[config.mk]
export PLATFORM = sky130hd
export DESIGN_NAME = delta_varint_trace_encoder_flat
export DESIGN_NICKNAME = d
export VERILOG_FILES = /design/src/rtl/core/dvte_pkg.sv /design/src/rtl/core/dvte_in_if.sv /design/src/rtl/core/dvte_out_if.sv /design/src/rtl/core/dvte_front.sv /design/src/rtl/core/dvte_queue.sv /design/src/rtl/core/dvte_back.sv /design/src/rtl/core/delta_varint_trace_encoder.sv /design/src/flat_wrapper.sv
export SDC_FILE = /design/constraint.sdc
export NUM_CORES = 1
export LEC_CHECK = 0
export ABC_CLOCK_PERIOD_IN_PS = 11800
export BUFFER_PORTS_ARGS = -buffer_cell sky130_fd_sc_hd__buf_2
export CORE_AREA = 2 2 187 189
export CTS_CLUSTER_DIAMETER = 150
export DETAILED_ROUTE_END_ITERATION = 12
export DIE_AREA = 0 0 189 191
export MAX_ROUTING_LAYER = met4
export PLACE_DENSITY = 0.81
export SLEW_MARGIN = 20
export SYNTH_ARGS = -nofsm -noshare
export SYNTH_HDL_FRONTEND = slang
export SYNTH_SLANG_ARGS = --single-unit
export TNS_END_PERCENT = 50
[constraint.sdc]
create_clock -name clk_i -period 11.8 [get_ports clk_i]
set_input_delay 0.59 -clock clk_i [delete_from_list [all_inputs] [get_ports clk_i]]
set_output_delay 0.59 -clock clk_i [all_outputs]
set_load 0.05 [all_outputs]
[src/rtl/core/dvte_pkg.sv]
// shared types, constants and byte-selection helpers of the trace encoder
package dvte_pkg;

  localparam int unsigned TS_W   = 64;
  localparam int unsigned BYTE_W = 8;
  localparam int unsigned IDX_W  = 4;

  // upper bounds of the one, two and four byte value forms
  localparam logic [TS_W-1:0] LIMIT_ONE  = 64'h0000_0000_0000_003F;
  localparam logic [TS_W-1:0] LIMIT_TWO  = 64'h0000_0000_0000_3FFF;
  localparam logic [TS_W-1:0] LIMIT_FOUR = 64'h0000_0000_FFFF_FFFF;

  // prefix and tag bytes
  localparam logic [1:0]        PFX_ONE   = 2'b00;
  localparam logic [1:0]        PFX_TWO   = 2'b01;
  localparam logic [BYTE_W-1:0] TAG_FOUR  = 8'h80;
  localparam logic [BYTE_W-1:0] TAG_EIGHT = 8'hC0;

  // encoded length class of one value
  typedef enum logic [1:0] {
    SZ_ONE,
    SZ_TWO,
    SZ_FOUR,
    SZ_EIGHT
  } size_e;

  // one classified event waiting for serialization
  typedef struct packed {
    logic [TS_W-1:0] delta;
    logic [TS_W-1:0] duration;
    size_e           delta_sz;
    size_e           dur_sz;
  } evt_entry_t;

  // length class of a value
  function automatic size_e classify(input logic [TS_W-1:0] v);
    size_e sz;
    priority if (v <= LIMIT_ONE) begin
      sz = SZ_ONE;
    end else if (v <= LIMIT_TWO) begin
      sz = SZ_TWO;
    end else if (v <= LIMIT_FOUR) begin
      sz = SZ_FOUR;
    end else begin
      sz = SZ_EIGHT;
    end
    return sz;
  endfunction

  // index of the final byte of a value's encoding
  function automatic logic [IDX_W-1:0] last_index(input size_e sz);
    logic [IDX_W-1:0] n;
    unique case (sz)
      SZ_ONE:   n = 4'd0;
      SZ_TWO:   n = 4'd1;
      SZ_FOUR:  n = 4'd4;
      SZ_EIGHT: n = 4'd8;
      default:  n = 4'd0;
    endcase
    return n;
  endfunction

  // byte number idx of a value's encoding
  function automatic logic [BYTE_W-1:0] varint_byte(input logic [TS_W-1:0] v,
                                                     input size_e sz,
                                                     input logic [IDX_W-1:0] idx);
    logic [BYTE_W-1:0] b;
    logic [IDX_W-1:0]  sel;
    sel = idx - 4'd1;
    if (idx == '0) begin
      unique case (sz)
        SZ_ONE:   b = {PFX_ONE, v[5:0]};
        SZ_TWO:   b = {PFX_TWO, v[13:8]};
        SZ_FOUR:  b = TAG_FOUR;
        SZ_EIGHT: b = TAG_EIGHT;
        default:  b = TAG_EIGHT;
      endcase
    end else begin
      // payload bytes go out least significant first
      b = v[BYTE_W*sel[2:0] +: BYTE_W];
    end
    return b;
  endfunction

endpackage

[src/rtl/core/dvte_in_if.sv]
// input channel carrying one trace event per request
interface dvte_in_if import dvte_pkg::*; ();
  logic            valid;
  logic            ready;
  logic [TS_W-1:0] timestamp;
  logic [TS_W-1:0] duration;
  logic            series_start;

  modport source (output valid, output timestamp, output duration, output series_start,
                  input ready);
  modport sink   (input valid, input timestamp, input duration, input series_start,
                  output ready);
endinterface

[src/rtl/core/dvte_out_if.sv]
// output channel carrying one encoded byte per request
interface dvte_out_if import dvte_pkg::*; ();
  logic              valid;
  logic              ready;
  logic [BYTE_W-1:0] out_byte;
  logic              last_byte;

  modport source (output valid, output out_byte, output last_byte, input ready);
  modport sink   (input valid, input out_byte, input last_byte, output ready);
endinterface

[src/rtl/core/dvte_front.sv]
// front end: delta against the series timestamp and length classification
module dvte_front import dvte_pkg::*; (
  input  logic       clk_i,
  input  logic       rst_ni,
  dvte_in_if.sink    in_i,
  output logic       push_valid_o,
  input  logic       push_ready_i,
  output evt_entry_t entry_o
);

  logic [TS_W-1:0] prev_ts_q, prev_ts_d;
  logic [TS_W-1:0] base_ts;
  logic [TS_W-1:0] delta;
  logic            accept;

  assign in_i.ready   = push_ready_i;
  assign push_valid_o = in_i.valid;
  assign accept       = in_i.valid && push_ready_i;

  // a series start measures from zero, subtraction wraps at 64 bits
  assign base_ts = in_i.series_start ? '0 : prev_ts_q;
  assign delta   = in_i.timestamp - base_ts;

  // classified entry for the queue
  always_comb begin
    entry_o.delta    = delta;
    entry_o.duration = in_i.duration;
    entry_o.delta_sz = classify(delta);
    entry_o.dur_sz   = classify(in_i.duration);
  end

  // remember the timestamp of each accepted event
  assign prev_ts_d = accept ? in_i.timestamp : prev_ts_q;

  always_ff @(posedge clk_i or negedge rst_ni) begin
    if (!rst_ni) begin
      prev_ts_q <= '0;
    end else begin
      prev_ts_q <= prev_ts_d;
    end
  end

endmodule

[src/rtl/core/dvte_queue.sv]
// two-entry queue between front end and serializer
module dvte_queue import dvte_pkg::*; (
  input  logic       clk_i,
  input  logic       rst_ni,
  input  logic       push_valid_i,
  output logic       push_ready_o,
  input  evt_entry_t push_entry_i,
  output logic       pop_valid_o,
  input  logic       pop_ready_i,
  output evt_entry_t pop_entry_o
);

  localparam logic [1:0] DEPTH = 2'd2;

  evt_entry_t mem_q [2];
  logic       wr_ptr_q, wr_ptr_d;
  logic       rd_ptr_q, rd_ptr_d;
  logic [1:0] count_q, count_d;
  logic       push, pop;

  assign push_ready_o = (count_q != DEPTH);
  assign pop_valid_o  = (count_q != 2'd0);
  assign push         = push_valid_i && push_ready_o;
  assign pop          = pop_ready_i && pop_valid_o;
  assign pop_entry_o  = mem_q[rd_ptr_q];

  // pointer and fill bookkeeping
  always_comb begin
    wr_ptr_d = push ? ~wr_ptr_q : wr_ptr_q;
    rd_ptr_d = pop ? ~rd_ptr_q : rd_ptr_q;
    unique case ({push, pop})
      2'b10:   count_d = count_q + 2'd1;
      2'b01:   count_d = count_q - 2'd1;
      default: count_d = count_q;
    endcase
  end

  always_ff @(posedge clk_i or negedge rst_ni) begin
    if (!rst_ni) begin
      wr_ptr_q <= 1'b0;
      rd_ptr_q <= 1'b0;
      count_q  <= 2'd0;
    end else begin
      wr_ptr_q <= wr_ptr_d;
      rd_ptr_q <= rd_ptr_d;
      count_q  <= count_d;
    end
  end

  // entry storage
  always_ff @(posedge clk_i) begin
    if (push) begin
      mem_q[wr_ptr_q] <= push_entry_i;
    end
  end

endmodule

[src/rtl/core/dvte_back.sv]
// serializer: walks the head entry and emits one byte per cycle while the output is not stalled
module dvte_back import dvte_pkg::*; (
  input  logic       clk_i,
  input  logic       rst_ni,
  input  logic       pop_valid_i,
  output logic       pop_ready_o,
  input  evt_entry_t entry_i,
  dvte_out_if.source out_o
);

  logic              out_valid_q, out_valid_d;
  logic [BYTE_W-1:0] byte_q, byte_d;
  logic              last_q, last_d;
  logic              phase_q, phase_d;
  logic [IDX_W-1:0]  idx_q, idx_d;
  logic              load;
  logic              fire;
  logic [TS_W-1:0]   cur_val;
  size_e             cur_sz;
  logic              end_of_val;

  assign out_o.valid     = out_valid_q;
  assign out_o.out_byte  = byte_q;
  assign out_o.last_byte = last_q;

  // output register refills when empty or being taken
  assign load = !out_valid_q || out_o.ready;
  assign fire = load && pop_valid_i;

  // phase 0 encodes the delta, phase 1 the duration
  assign cur_val    = phase_q ? entry_i.duration : entry_i.delta;
  assign cur_sz     = phase_q ? entry_i.dur_sz : entry_i.delta_sz;
  assign end_of_val = (idx_q == last_index(cur_sz));

  assign pop_ready_o = fire && phase_q && end_of_val;

  // byte walk
  always_comb begin
    idx_d       = idx_q;
    phase_d     = phase_q;
    out_valid_d = out_valid_q;
    byte_d      = byte_q;
    last_d      = last_q;
    if (load) begin
      out_valid_d = pop_valid_i;
    end
    if (fire) begin
      byte_d = varint_byte(cur_val, cur_sz, idx_q);
      last_d = phase_q && end_of_val;
      if (end_of_val) begin
        idx_d   = '0;
        phase_d = ~phase_q;
      end else begin
        idx_d = idx_q + 4'd1;
      end
    end
  end

  always_ff @(posedge clk_i or negedge rst_ni) begin
    if (!rst_ni) begin
      out_valid_q <= 1'b0;
      phase_q     <= 1'b0;
      idx_q       <= '0;
    end else begin
      out_valid_q <= out_valid_d;
      phase_q     <= phase_d;
      idx_q       <= idx_d;
    end
  end

  always_ff @(posedge clk_i) begin
    byte_q <= byte_d;
    last_q <= last_d;
  end

`ifndef NO_ASSERTIONS
  // the byte index never runs past the end of the current value
  assert property (@(posedge clk_i) disable iff (!rst_ni)
    pop_valid_i |-> (idx_q <= last_index(cur_sz)))
    else $error("byte index beyond value length");

  // an entry leaves the queue only with the final duration byte
  assert property (@(posedge clk_i) disable iff (!rst_ni)
    pop_ready_o |=> (out_valid_q && last_q && !phase_q && (idx_q == '0)))
    else $error("entry released without final byte");

  // finishing the delta moves on to the duration of the same entry
  assert property (@(posedge clk_i) disable iff (!rst_ni)
    (fire && !phase_q && end_of_val) |=> (phase_q && (idx_q == '0) && !last_q))
    else $error("delta end did not switch to duration");

  // a stalled output register keeps the walk position
  assert property (@(posedge clk_i) disable iff (!rst_ni)
    (out_valid_q && !out_o.ready) |=> ($stable(idx_q) && $stable(phase_q)))
    else $error("walk advanced while output stalled");
`endif

endmodule

[src/rtl/core/delta_varint_trace_encoder.sv]
// top level of the delta prefix-varint trace event encoder
//
// in_i takes one trace event per request: timestamp, duration and
// series_start. The timestamp is turned into a delta against the previous
// event of the series (zero after series_start), wrapping at 64 bits.
// out_o gives the encoded stream one byte per request: the delta, then
// the duration, each as a prefix-tagged value of 1, 2, 5 or 9 bytes;
// last_byte marks the final byte of each event.
// An event is 2 to 18 bytes long; the serializer moves one byte per cycle
// while the receiver takes them; the front end takes an event in every
// cycle while the two-entry queue has room, so events stream back to back.
// The first byte of a request is written to the queue, then to the output
// register.
// Reset clears the previous timestamp to zero and empties the queue and
// the output register.
// When the receiver stalls the output byte holds, the serializer waits,
// and once the queue fills in_i.ready drops.
module delta_varint_trace_encoder import dvte_pkg::*; (
  input  logic       clk_i,
  input  logic       rst_ni,
  dvte_in_if.sink    in_i,
  dvte_out_if.source out_o
);

  logic       push_valid, push_ready;
  logic       pop_valid, pop_ready;
  evt_entry_t push_entry, pop_entry;

  // accept and classify
  dvte_front u_front (
    .clk_i        (clk_i),
    .rst_ni       (rst_ni),
    .in_i         (in_i),
    .push_valid_o (push_valid),
    .push_ready_i (push_ready),
    .entry_o      (push_entry)
  );

  // decoupling queue
  dvte_queue u_queue (
    .clk_i        (clk_i),
    .rst_ni       (rst_ni),
    .push_valid_i (push_valid),
    .push_ready_o (push_ready),
    .push_entry_i (push_entry),
    .pop_valid_o  (pop_valid),
    .pop_ready_i  (pop_ready),
    .pop_entry_o  (pop_entry)
  );

  // byte serializer
  dvte_back u_back (
    .clk_i       (clk_i),
    .rst_ni      (rst_ni),
    .pop_valid_i (pop_valid),
    .pop_ready_o (pop_ready),
    .entry_i     (pop_entry),
    .out_o       (out_o)
  );

endmodule

[src/flat_wrapper.sv]
// flat-port wrapper written by rule: the top's interface ports become plain ports
module delta_varint_trace_encoder_flat import dvte_pkg::*;
  (clk_i, rst_ni, in_i_valid, in_i_timestamp, in_i_duration, in_i_series_start, in_i_ready, out_o_valid, out_o_out_byte, out_o_last_byte, out_o_ready);
  dvte_in_if in_i_i ();
  dvte_out_if out_o_i ();
  input  logic clk_i;
  input  logic rst_ni;
  input wire logic [$bits(in_i_i.valid)-1:0] in_i_valid;
  input wire logic [$bits(in_i_i.timestamp)-1:0] in_i_timestamp;
  input wire logic [$bits(in_i_i.duration)-1:0] in_i_duration;
  input wire logic [$bits(in_i_i.series_start)-1:0] in_i_series_start;
  output wire logic [$bits(in_i_i.ready)-1:0] in_i_ready;
  output wire logic [$bits(out_o_i.valid)-1:0] out_o_valid;
  output wire logic [$bits(out_o_i.out_byte)-1:0] out_o_out_byte;
  output wire logic [$bits(out_o_i.last_byte)-1:0] out_o_last_byte;
  input wire logic [$bits(out_o_i.ready)-1:0] out_o_ready;
  assign in_i_i.valid = in_i_valid;
  assign in_i_i.timestamp = in_i_timestamp;
  assign in_i_i.duration = in_i_duration;
  assign in_i_i.series_start = in_i_series_start;
  assign in_i_ready = in_i_i.ready;
  assign out_o_valid = out_o_i.valid;
  assign out_o_out_byte = out_o_i.out_byte;
  assign out_o_last_byte = out_o_i.last_byte;
  assign out_o_i.ready = out_o_ready;
  delta_varint_trace_encoder u_core (.clk_i(clk_i), .rst_ni(rst_ni), .in_i(in_i_i), .out_o(out_o_i));
endmodule
==> metrics.yaml <==
status:
  status: "finished clean"
drt:
  post_drt_wl_per_cell_um: 24.50
  firstDrtPassIters: 7
  vias_per_cell: 6.476
  antenna_left: 0
  route.detailed.drc: 0
  wl_um: 49960
  num_vias: 13200
  drt_iter0_drc: 1587
sta:
  slew_violations: 0
  fin_ws_ns: 6.879
  rsz0062_at_grt: "no"
  fin_crit_sh: 0.4171
  worst_pin_slew_ns: 1.010
  clock_skew_ns: 0.02042
  relSlewSlack: 0.3224
  setup_violations: 0
  fmax_mhz: 203.2
  hold_viol: 0
  min_period_ns: 4.921
  final.setup.tns_ns: 0
  hold_ws_ns: 0.08563
logic_synthesis:
  synth-main-ff-cell: "edfxtp_1"
  syn-cell-area_um2: 18570
  synthArstFlopShare: 0.2133
  yosysUniqueCellTypes: 79
  synth_nets: 1641
  synth-edff-count: 273
  syn_area_per_cell_um2: 12.89
  seq_area_frac_synth: 0.5412
  yosysWarnings: 0
  netlist_instances: 1441
  synth-seq-cells: 347
power:
  leakagePower_uw: 0.007392
  swShare: 0.3776
  power.total_uw: 5449
  pwr_density_cell_nw_per_um2: 262.6
  p_seq_frac: 0.372
  p_sw_uw: 2057
  clkPwrFrac: 0.201
  p_int_uw: 3392
  irDropWorstVdd_uv: 149.8
  combPwrFrac: 0.427
place:
  globalplace.congestion: 0.9271
  place_area_um2: 19640
  portBuffers: 143
  dp_slack_ns: 6.414
  place_hpwl_um: 36180
global_routing:
  antenna_found_initial: 0
  grt_start_max_net_pins: 75
  overflow: 0
  grt_pass1_vias: 12680
  grt_use_total: 0.2855
  grt_pass1_wl_um: 75440
hold_path:
  hp-class: "primary input to asynchronous set/reset pin"
clocking:
  clk_pin_slew_ns: 0.06
  clockBufferDepth: 3
  postCtsHoldBufs: 0
  clk-insertion-delay-late_ns: 0.54
  cts_resized: 0
  cts_tree: "yes"
  post_cts_buffers: 0
  htreeDepth: 2
  cts_root_buffer: "clkbuf_16"
  cts_buffers: 36
  cts_sinks: 347
floorplan:
  core-area_um2: 34120
  dieWidth_um: 189
  num_io_pins: 144
  initial_utilization: 0.5443
  die-area_um2: 36100
  die_h_um: 191
  num_rows: 68
layout:
  nets: 1761
  layout-drive-gt1-share: 0.2412
  seqCellArea_um2: 10050
  final_cell_area_um2: 20750
  nFillCells: 2608
  diodes: 0
  area.growth.synth_to_final_pct: 11.76
  multi_input_area_um2: 8175
setup_path:
  cp-start-kind: "primary input"
  worst_setup_path_end_kind: "flop"
  worstPathMaxFanout: 64
  critPathArrivalTime_ns: 5.15
  worstSetupPathType: "primary input to flop"
  crit_required_ns: 12.03
run:
  drv_cap: 0
-- layout by cell type, fill, tap and decap left out, types with 36 or more instances in the layout --
master	synthesis	layout
edfxtp_1	273	273
buf_2	12	142
nand2_1	109	108
a21oi_1	94	94
mux4_2	82	82
nor2_1	76	75
dfrtp_1	74	72
nand2b_1	71	71
mux2_2	67	67
ha_1	66	66
o21ai_0	59	59
clkbuf_16	0	36
-- logic make-up (layout without fill, tap and decap cells) --
| group | Yosys count | in the layout | share of synthesized area |
|---|---|---|---|
| AO/OA/AOI/OAI | 302 | 302 | 0.1049 |
| AND/OR/NAND/NOR | 429 | 429 | 0.1195 |
| buffers and inverters | 86 | 229 | 0.01940 |
| flip-flops | 347 | 347 | 0.5412 |
| XOR/XNOR | 51 | 51 | 0.02405 |
| adder cells (fa/ha/maj) | 67 | 67 | 0.04555 |
| multiplexers | 159 | 159 | 0.1455 |
-- cell type report --
class | count | area share
Timing Repair Buffer | 150 | 0.03732
Clock inverter | 20 | 0.009344
Sequential cell | 347 | 0.4844
Tap cell | 455 | 0.02743
Multi-Input combinational cell | 1008 | 0.3939
Inverter | 18 | 0.003255
Clock buffer | 41 | 0.04431
-- power by group through the flow --
stage | registers, uW | logic, uW | clock network (uW)
2_1_floorplan | 2040 | 1630 | 0
3_3_place_gp | 2000 | 2230 | 0
3_5_place_dp | 2030 | 2280 | 0
4_1_cts | 2020 | 2300 | 1110
5_1_grt | 2060 | 2490 | 1150
6_report | 2030 | 2330 | 1100
-- routing by layer --
metal / part of all wire / wire length [um] / up-vias / global-route usage
met5: 0 / 0 / - / -
met4: 0.029 / 1449 / 0 / 0.08864
met3: 0.086 / 4299 / 88 / 0.03305
met2: 0.47 / 23460 / 684 / 0.4446
met1: 0.42 / 20750 / 6567 / 0.3981
li1: - / - / 5865 / -
-- worst max-delay path, stage by stage --
cell and delay (ns):
buf_2 0.66, nand2b_1 0.20, ha_1 0.34, nand4_1 0.22
nor3_1 0.63, nand3_1 0.24, a31oi_1 0.51, nor3_1 0.21
o21bai_1 0.27, xor2_1 0.21, or4_1 0.58, nor4b_2 0.30
nand4_1 0.17
-- sequential cells by signal (all words and copies together) (netlist names) --
register and count:
u_core.u_queue.mem_q 264, u_core.u_front.prev_ts_q 64, u_core.u_back.out_o.out_byte 8, u_core.u_back.idx_q 4, u_core.u_queue.count_q 2, u_core.u_back.out_o.last_byte 1, u_core.u_back.out_o.valid 1, u_core.u_back.phase_q 1
u_core.u_queue.rd_ptr_q 1, u_core.u_queue.wr_ptr_q 1
-- cells in the mapped netlist, types with 5 or more instances --
library cell  count  area share
and2_1           12      0.0040
nand4_1          31       0.010
a31oi_1          13      0.0044
nor3_1           28      0.0075
a21oi_2           8      0.0038
o21ai_0          59       0.016
and3_1            9      0.0030
o21a_1            9      0.0036
buf_2            12      0.0032
a21o_1           20      0.0081
mux2i_1          10      0.0054
a221oi_1          5      0.0024
o21bai_1         13      0.0053
mux2_2           67       0.041
nor4_1           29      0.0098
or4_1             9      0.0036
mux4_2           82       0.099
nor2_1           76       0.015
or3_1            14      0.0047
a211oi_1          7      0.0028
inv_1            18      0.0036
xor2_1           20      0.0094
buf_1            13      0.0026
o21ai_1          15      0.0040
xnor2_1          31       0.015
o211ai_1          7      0.0028
edfxtp_1        273        0.44
nand3_1          22      0.0059
nand2b_1         71       0.024
dfrtp_1          74        0.10
clkbuf_1         40      0.0081
ha_1             66       0.044
nand2_1         109       0.022
a21oi_1          94       0.025
-- worst paths after layout --
| check | from | end | slack [ns] | cells after the start |
|---|---|---|---|---|
| hold reg to reg | u_core.u_front.prev_ts_q[46]$_DFFE_PN0P_ | u_core.u_front.prev_ts_q[46]$_DFFE_PN0P_ | 0.51 | 1 |
| min in group clk_i | in_i_duration[1] | u_core.u_queue.mem_q[1][5]$_DFFE_PP_ | 0.25 | 1 |
| max in group asynchronous | rst_ni | u_core.u_queue.rd_ptr_q$_DFFE_PN0P_ | 11.11 | 1 |
| hold / removal | rst_ni | u_core.u_front.prev_ts_q[0]$_DFFE_PN0P_ | 0.09 | 1 |
| setup / recovery | in_i_series_start | u_core.u_queue.mem_q[0][2]$_DFFE_PP_ | 6.88 | 13 |
| setup reg to reg | u_core.u_front.prev_ts_q[35]$_DFFE_PN0P_ | u_core.u_queue.mem_q[0][2]$_DFFE_PP_ | 7.24 | 12 |
-- stage by stage --
stage,utilization,instances
after global placement,0.5756,1978
after global routing,0.6083,2039
after detailed placement,0.5756,1978
after CTS,0.6082,2039
after floorplan,-,1441
final,0.6083,2039
Note: power is estimated with default switching activity, not from simulation.
